==> config.mk <==
export PLATFORM = sky130hd
export DESIGN_NAME = ttpr_ctrl
export DESIGN_NICKNAME = d
export VERILOG_FILES = /design/src/ttpr_pkg.sv /design/src/ttpr_ctrl.sv
export SDC_FILE = /design/constraint.sdc
export NUM_CORES = 1
export LEC_CHECK = 0
export BUFFER_PORTS_ARGS = -buffer_cell sky130_fd_sc_hd__buf_4
export CAP_MARGIN = 20
export CORE_UTILIZATION = 35
export CTS_CLUSTER_SIZE = 24
export DETAILED_ROUTE_END_ITERATION = 7
export RECOVER_POWER = 50
export SYNTH_ARGS = -nofsm -noshare
export SYNTH_HDL_FRONTEND = slang
export SYNTH_SLANG_ARGS = --single-unit
==> constraint.sdc <==
create_clock -name clk -period 2.7 [get_ports clk]
set_input_delay 0.135 -clock clk [delete_from_list [all_inputs] [get_ports clk]]
set_output_delay 0.135 -clock clk [all_outputs]
set_load 0.02 [all_outputs]
==> src/ttpr_pkg.sv <==
// Types and constants shared by the tunnel renderer modules.
package ttpr_pkg;

  typedef enum logic [4:0] {
    ST_CLEAR, ST_IDLE, ST_FILL, ST_HREAD, ST_HWR1, ST_HWR2, ST_PHASE, ST_MISC,
    ST_MUL0, ST_MUL1, ST_MUL2, ST_MUL3, ST_MUL4, ST_MUL5, ST_CINIT, ST_CORDIC,
    ST_SCALE, ST_ROUND, ST_DIV, ST_ADDR, ST_SHADE
  } ttpr_state_t;

  typedef enum logic [4:0] {
    OP_NONE, OP_LATCH, OP_CLR_FB, OP_FILL, OP_HREAD, OP_HWR1, OP_HWR2, OP_PHASE,
    OP_MUL0, OP_MUL1, OP_MUL2, OP_MUL3, OP_MUL4, OP_MUL5, OP_CINIT, OP_CORDIC,
    OP_SCALE, OP_ROUND, OP_DIV, OP_ADDR, OP_SHADE
  } ttpr_op_t;

  typedef enum logic [1:0] {CNT_HOLD, CNT_CLR, CNT_INC, CNT_DEC} ttpr_cnt_op_t;

  typedef struct packed {
    ttpr_op_t     op;
    ttpr_cnt_op_t cnt_op;
    logic         emit;
  } ttpr_cmd_t;

  typedef struct packed {
    logic clear_last;
    logic fill_last;
    logic hash_last;
    logic cordic_last;
    logic div_last;
  } ttpr_status_t;

  localparam logic [1:0] CMD_TEXTURE = 2'd0;
  localparam logic [1:0] CMD_FRAME   = 2'd1;
  localparam logic [1:0] CMD_RENDER  = 2'd2;
  localparam logic [1:0] CMD_NOP     = 2'd3;

  localparam logic [1:0] REG_COS = 2'd0;
  localparam logic [1:0] REG_SIN = 2'd1;

  localparam logic signed [15:0] COS_RESET = 16'sd32767;
  localparam logic signed [15:0] SIN_RESET = 16'sd0;
  localparam logic [7:0] PHASE_RESET = 8'hFF;
  localparam logic [7:0] PHASE_STEP  = 8'd8;
  localparam logic [7:0] TEX_SEED    = 8'hC9;
  localparam logic [15:0] TEX_MIRROR = 16'hFF00;
  localparam logic [15:0] TEX_LAG    = 16'd255;
  localparam logic [7:0] SHADE_NEAR  = 8'hFB;
  localparam logic [7:0] SHADE_MID   = 8'hF0;
  localparam logic [7:0] SHADE_FAR   = 8'hD0;
  localparam int EYE    = 160;
  localparam int TSCALE = 41;

  localparam logic signed [33:0] PI_Q30 = 34'sd3373259426;

  localparam logic [29:0] ATAN_Q30 [24] = '{
    30'h3243F6A8, 30'h1DAC6705, 30'h0FADBAFC, 30'h07F56EA6, 30'h03FEAB76,
    30'h01FFD55B, 30'h00FFFAAA, 30'h007FFF55, 30'h003FFFEA, 30'h001FFFFD,
    30'h000FFFFF, 30'h0007FFFF, 30'h0003FFFF, 30'h0001FFFF, 30'h0000FFFF,
    30'h00007FFF, 30'h00003FFF, 30'h00001FFF, 30'h00000FFF, 30'h000007FF,
    30'h000003FF, 30'h000001FF, 30'h000000FF, 30'h0000007F
  };

endpackage

==> src/ttpr_ctrl.sv <==
// Sequencer for the tunnel renderer: issues one datapath operation per cycle.
module ttpr_ctrl (
  input  logic                  clk,
  input  logic                  rst,
  input  logic                  start,
  input  logic [1:0]            command,
  input  ttpr_pkg::ttpr_status_t status,
  output ttpr_pkg::ttpr_cmd_t    cmd,
  output logic                  busy
);

  ttpr_pkg::ttpr_state_t state, state_next;

  always_ff @(posedge clk) begin
    if (rst) begin
      state <= ttpr_pkg::ST_CLEAR;
    end else begin
      state <= state_next;
    end
  end

  always_comb begin
    state_next = state;
    unique case (state)
      ttpr_pkg::ST_CLEAR:  if (status.clear_last) state_next = ttpr_pkg::ST_IDLE;
      ttpr_pkg::ST_IDLE: begin
        if (start) begin
          unique case (command)
            ttpr_pkg::CMD_TEXTURE: state_next = ttpr_pkg::ST_FILL;
            ttpr_pkg::CMD_FRAME:   state_next = ttpr_pkg::ST_PHASE;
            ttpr_pkg::CMD_RENDER:  state_next = ttpr_pkg::ST_MUL0;
            default:               state_next = ttpr_pkg::ST_MISC;
          endcase
        end
      end
      ttpr_pkg::ST_FILL:   if (status.fill_last) state_next = ttpr_pkg::ST_HREAD;
      ttpr_pkg::ST_HREAD:  state_next = ttpr_pkg::ST_HWR1;
      ttpr_pkg::ST_HWR1:   state_next = ttpr_pkg::ST_HWR2;
      ttpr_pkg::ST_HWR2: begin
        state_next = status.hash_last ? ttpr_pkg::ST_IDLE : ttpr_pkg::ST_HREAD;
      end
      ttpr_pkg::ST_PHASE:  state_next = ttpr_pkg::ST_IDLE;
      ttpr_pkg::ST_MISC:   state_next = ttpr_pkg::ST_IDLE;
      ttpr_pkg::ST_MUL0:   state_next = ttpr_pkg::ST_MUL1;
      ttpr_pkg::ST_MUL1:   state_next = ttpr_pkg::ST_MUL2;
      ttpr_pkg::ST_MUL2:   state_next = ttpr_pkg::ST_MUL3;
      ttpr_pkg::ST_MUL3:   state_next = ttpr_pkg::ST_MUL4;
      ttpr_pkg::ST_MUL4:   state_next = ttpr_pkg::ST_MUL5;
      ttpr_pkg::ST_MUL5:   state_next = ttpr_pkg::ST_CINIT;
      ttpr_pkg::ST_CINIT:  state_next = ttpr_pkg::ST_CORDIC;
      ttpr_pkg::ST_CORDIC: if (status.cordic_last) state_next = ttpr_pkg::ST_SCALE;
      ttpr_pkg::ST_SCALE:  state_next = ttpr_pkg::ST_ROUND;
      ttpr_pkg::ST_ROUND:  state_next = ttpr_pkg::ST_DIV;
      ttpr_pkg::ST_DIV:    if (status.div_last) state_next = ttpr_pkg::ST_ADDR;
      ttpr_pkg::ST_ADDR:   state_next = ttpr_pkg::ST_SHADE;
      ttpr_pkg::ST_SHADE:  state_next = ttpr_pkg::ST_IDLE;
      default:             state_next = ttpr_pkg::ST_IDLE;
    endcase
  end

  always_comb begin
    cmd.op     = ttpr_pkg::OP_NONE;
    cmd.cnt_op = ttpr_pkg::CNT_HOLD;
    cmd.emit   = 1'b0;
    unique case (state)
      ttpr_pkg::ST_CLEAR: begin
        cmd.op     = ttpr_pkg::OP_CLR_FB;
        cmd.cnt_op = ttpr_pkg::CNT_INC;
      end
      ttpr_pkg::ST_IDLE: begin
        if (start) begin
          cmd.op     = ttpr_pkg::OP_LATCH;
          cmd.cnt_op = ttpr_pkg::CNT_CLR;
        end
      end
      ttpr_pkg::ST_FILL: begin
        cmd.op     = ttpr_pkg::OP_FILL;
        cmd.cnt_op = status.fill_last ? ttpr_pkg::CNT_CLR : ttpr_pkg::CNT_INC;
      end
      ttpr_pkg::ST_HREAD: cmd.op = ttpr_pkg::OP_HREAD;
      ttpr_pkg::ST_HWR1:  cmd.op = ttpr_pkg::OP_HWR1;
      ttpr_pkg::ST_HWR2: begin
        cmd.op     = ttpr_pkg::OP_HWR2;
        cmd.cnt_op = ttpr_pkg::CNT_DEC;
        cmd.emit   = status.hash_last;
      end
      ttpr_pkg::ST_PHASE: begin
        cmd.op   = ttpr_pkg::OP_PHASE;
        cmd.emit = 1'b1;
      end
      ttpr_pkg::ST_MISC:  cmd.emit = 1'b1;
      ttpr_pkg::ST_MUL0:  cmd.op = ttpr_pkg::OP_MUL0;
      ttpr_pkg::ST_MUL1:  cmd.op = ttpr_pkg::OP_MUL1;
      ttpr_pkg::ST_MUL2:  cmd.op = ttpr_pkg::OP_MUL2;
      ttpr_pkg::ST_MUL3:  cmd.op = ttpr_pkg::OP_MUL3;
      ttpr_pkg::ST_MUL4:  cmd.op = ttpr_pkg::OP_MUL4;
      ttpr_pkg::ST_MUL5:  cmd.op = ttpr_pkg::OP_MUL5;
      ttpr_pkg::ST_CINIT: begin
        cmd.op     = ttpr_pkg::OP_CINIT;
        cmd.cnt_op = ttpr_pkg::CNT_CLR;
      end
      ttpr_pkg::ST_CORDIC: begin
        cmd.op     = ttpr_pkg::OP_CORDIC;
        cmd.cnt_op = ttpr_pkg::CNT_INC;
      end
      ttpr_pkg::ST_SCALE: cmd.op = ttpr_pkg::OP_SCALE;
      ttpr_pkg::ST_ROUND: begin
        cmd.op     = ttpr_pkg::OP_ROUND;
        cmd.cnt_op = ttpr_pkg::CNT_CLR;
      end
      ttpr_pkg::ST_DIV: begin
        cmd.op     = ttpr_pkg::OP_DIV;
        cmd.cnt_op = ttpr_pkg::CNT_INC;
      end
      ttpr_pkg::ST_ADDR:  cmd.op = ttpr_pkg::OP_ADDR;
      ttpr_pkg::ST_SHADE: begin
        cmd.op   = ttpr_pkg::OP_SHADE;
        cmd.emit = 1'b1;
      end
      default: cmd.op = ttpr_pkg::OP_NONE;
    endcase
  end

  assign busy = (state != ttpr_pkg::ST_IDLE);

endmodule

==> run_results.csv <==
group,metric,value,unit
clock_network,clock_latency,0.24,ns
synth,synthAdderAreaFrac,0,%
final_layout,drive_gt1_share,19.3,%
sta,timing.slew.headroom,56.4,%
final_layout,multi_input_area,464,µm²
global_routing,grt_pass1_vias,707,
synth,synth_seq_area_share,15.9,%
synth,synth_compound_area_share,40.9,%
power_and_ir_drop,powerDensity,426,mW/mm²
synth,ys_types,34,
global_routing,top_usage_layer,"met2",
synth,synth_nets,107,
sta,clock.fmax,484,MHz
clock_network,clk_pin_slew,0.05,ns
detailed_routing,avgRoutedWirePerCell,13.3,µm
clock_network,htree_levels,1,
detailed_routing,detail_route.first_pass.iterations,4,
setup_path,crit_path_start_kind,"flop",
synth,syn_avg_cell_area,6.50,µm²
global_routing,grt_pass1_wl,3080,µm
final_layout,top_regs,"state: 5 flops",
floorplanning,die_x,44.4,µm
setup_path,crit_type,"flop to output port",
final_layout,regMostFlops,"state",
sta,worstMarginPinSlew,0.650,ns
synth,synth_common_cells,"10 x nor2_1, 9 x a21oi_1, 9 x nand2_1",
final_layout,n_antenna_cell,0,
setup_path,r2r_start,"state[2]$_SDFFE_PP0P_",
sta,setup_viol,0,
final_layout,largest_reg_flops,5,
setup_path,slowest_delay,0.62,ns
sta,maxSlewViolCount,0,
detailed_routing,vias_per_cell,5.90,
synth,synth_cells,97,
clock_network,hold_buffers,0,
synth,yosysMostFrequentCell,"nor2_1",
global_routing,grt_max_degree,20,
final_layout,area_delta_synth_final,24.0,%
sta,hold_viol,0,
synth,synth_area_leaders,"dfxtp_1 16%, a21oi_1 7.1%, nor2_1 6.0%",
floorplanning,initial_core_util,39.6,%
clock_network,cts_root_buf,"clkbuf_4",
setup_path,crit_chain,"nor2b_1, nand2_1, a211oi_1, a211o_1, buf_4",
sta,fin_crit_sh,76.6,%
global_routing,antenna_found_initial,0,
power_and_ir_drop,peakVddDrop,0.000244,V
power_and_ir_drop,p_leak,0.325,nW
clock_network,clk_path_buf_depth,2,
global_routing,grt_usage,20.8,%
setup_path,required,2.57,ns
power_and_ir_drop,design_power_total,0.000333,W
worst_hold_path,holdCritStartpoint,"rst",
setup_path,rrSetupSlack,0.81,ns
final_layout,regArea,100,µm²
sta,fin_crit,2.07,ns
floorplanning,coreArea,0.00159,mm²
synth,async_flop_share,0,%
synth,yosysWarnings,0,
setup_path,critical_path.max_fanout,16,
floorplanning,io_pins,19,
synth,synth_flop_cell,"dfxtp_1",
clock_network,cts-resized-gates,0,
synth,synth_top_area_share,15.9,%
placed_design,gp_congestion,0.892,
worst_hold_path,min_path_type,"primary input to flop",
run_status,outcome,"finished, final reports clean",
global_routing,grtUsageMet1,27.8,%
synth,synth_area_leader_cell,"dfxtp_1",
sta,rsz0062_at_grt,"no",
clock_network,clock_sinks,5,
floorplanning,die-area,0.00198,mm²
setup_path,cp-end-kind,"output port",
final_layout,final_nets,125,
detailed_routing,wirelength,1840,µm
sta,fin_ws,0.633,ns
floorplanning,rows,14,
synth,ys_seq_elements,5,
placed_design,io_buffers,18,
final_layout,fill_cells,163,
worst_hold_path,min_path_cells,2,
detailed_routing,ant_nets,0,
setup_path,timing.rr.end,"state[1]$_SDFFE_PP0P_",
synth,synth_edf_count,0,
detailed_routing,drt_first_iter_violations,41,
setup_path,rr_worst_depth,4,
worst_hold_path,min_to,"state[4]$_SDFFE_PP0P_",
setup_path,cp_slowest_cell,"dfxtp_1",
clock_network,numCtsBuffers,3,
synth,synth.area.mux_share,0,%
sta,fin_tns_setup,0,ns
detailed_routing,num_vias,814,
setup_path,arrival,1.93,ns
synth,synth-xor-area-share,1.39,%
sta,worst_clock_skew,0.00237,ns
placed_design,dp_slack,0.939,ns
synth,netlist_area,631,µm²
clock_network,cts_tree,"done",
synth,synth_top_family_by_area,"compound AO/OA/AOI/OAI gates",
synth,synth-simple-area-share,32.1,%
global_routing,grtUsageMet3,2.86,%
global_routing,use_met2,31.8,%
job,max-cap-violations,0,
floorplanning,dieHeight,44.4,µm
clock_network,cts_setup_buffers,0,
placed_design,hpwl,1320,µm
global_routing,grt_overflow,0,
detailed_routing,drc,0,
-- layer usage --
metal  vias up  part of all wire [%]
met2        41                    46
met1       372                    44
met5         -                     0
met3         6                   7.4
met4         0                   2.1
li1        395                     -
-- layout by cell type (no fill, tap or decap), drive strengths merged, types with 2 or more instances in the layout --
cell type  Yosys  final
buf            6     16
o21ai         11     11
nor2          10     10
nand2          9      9
a21oi          9      9
clkbuf         1      8
inv            7      7
dfxtp          5      5
nand3          4      4
nor3           4      4
nor2b          3      3
o32ai          3      3
nor3b          3      3
a22oi          3      3
and2b          2      2
a211o          2      2
or2            2      2
o41ai          2      2
-- area by class of cell --
class                           instances  area share (%)
Timing Repair Buffer                   20            17.3
Sequential cell                         5            12.8
Clock buffer                            4            3.36
Tap cell                               24            3.84
Multi-Input combinational cell         78            59.4
Inverter                                7            3.36
-- power breakdown --
group	internal (W)	switching (W)
clock	0.0000560	0.0000329
sequential	0.0000787	0.0000179
combinational	0.0000661	0.0000812
-- critical path, delay by kind of cell, from the launching register on --
family / cells / cell delay, ns
compound gates: 2 / 0.46
buf+inv: 1 / 0.13
flops: 1 / 0.62
simple gates: 2 / 0.48
-- per-stage QoR --
step | utilization [%] | cell area, µm² | cells | hold WS, ns
final | 49.1 | 782 | 138 | 0.104
after global routing | 49.1 | 782 | 138 | 0.109
after CTS | 50.3 | 802 | 138 | 0.0936
after detailed placement | 48.7 | 776 | 134 | 0.357
after global placement | 48.7 | 776 | 134 | 0.359
after floorplan | - | 631 | 97 | 0.204
-- worst max-delay path by stage --
| stage | slack [ns] | cells after the start | startpoint | end |
|---|---|---|---|---|
| after floorplan | 1.04 | 4 | state[2]$_SDFFE_PP0P_ | cmd[3] |
| after global placement | 0.90 | 5 | state[0]$_SDFFE_PP0P_ | cmd[1] |
| after detailed placement | 0.94 | 5 | state[0]$_SDFFE_PP0P_ | cmd[1] |
| after CTS | 0.66 | 5 | state[0]$_SDFFE_PP0P_ | cmd[1] |
| after global routing | 0.45 | 5 | state[0]$_SDFFE_PP0P_ | cmd[1] |
| final | 0.63 | 5 | state[0]$_SDFFE_PP0P_ | cmd[1] |
-- logic make-up after synthesis --
logic type / after synthesis
AOI/OAI and AO/OA: 38
and+or+nand+nor: 39
buffers and inverters: 14
DFF: 5
xor gates and xnor gates: 1
Note: power is estimated with default switching activity, not from simulation.
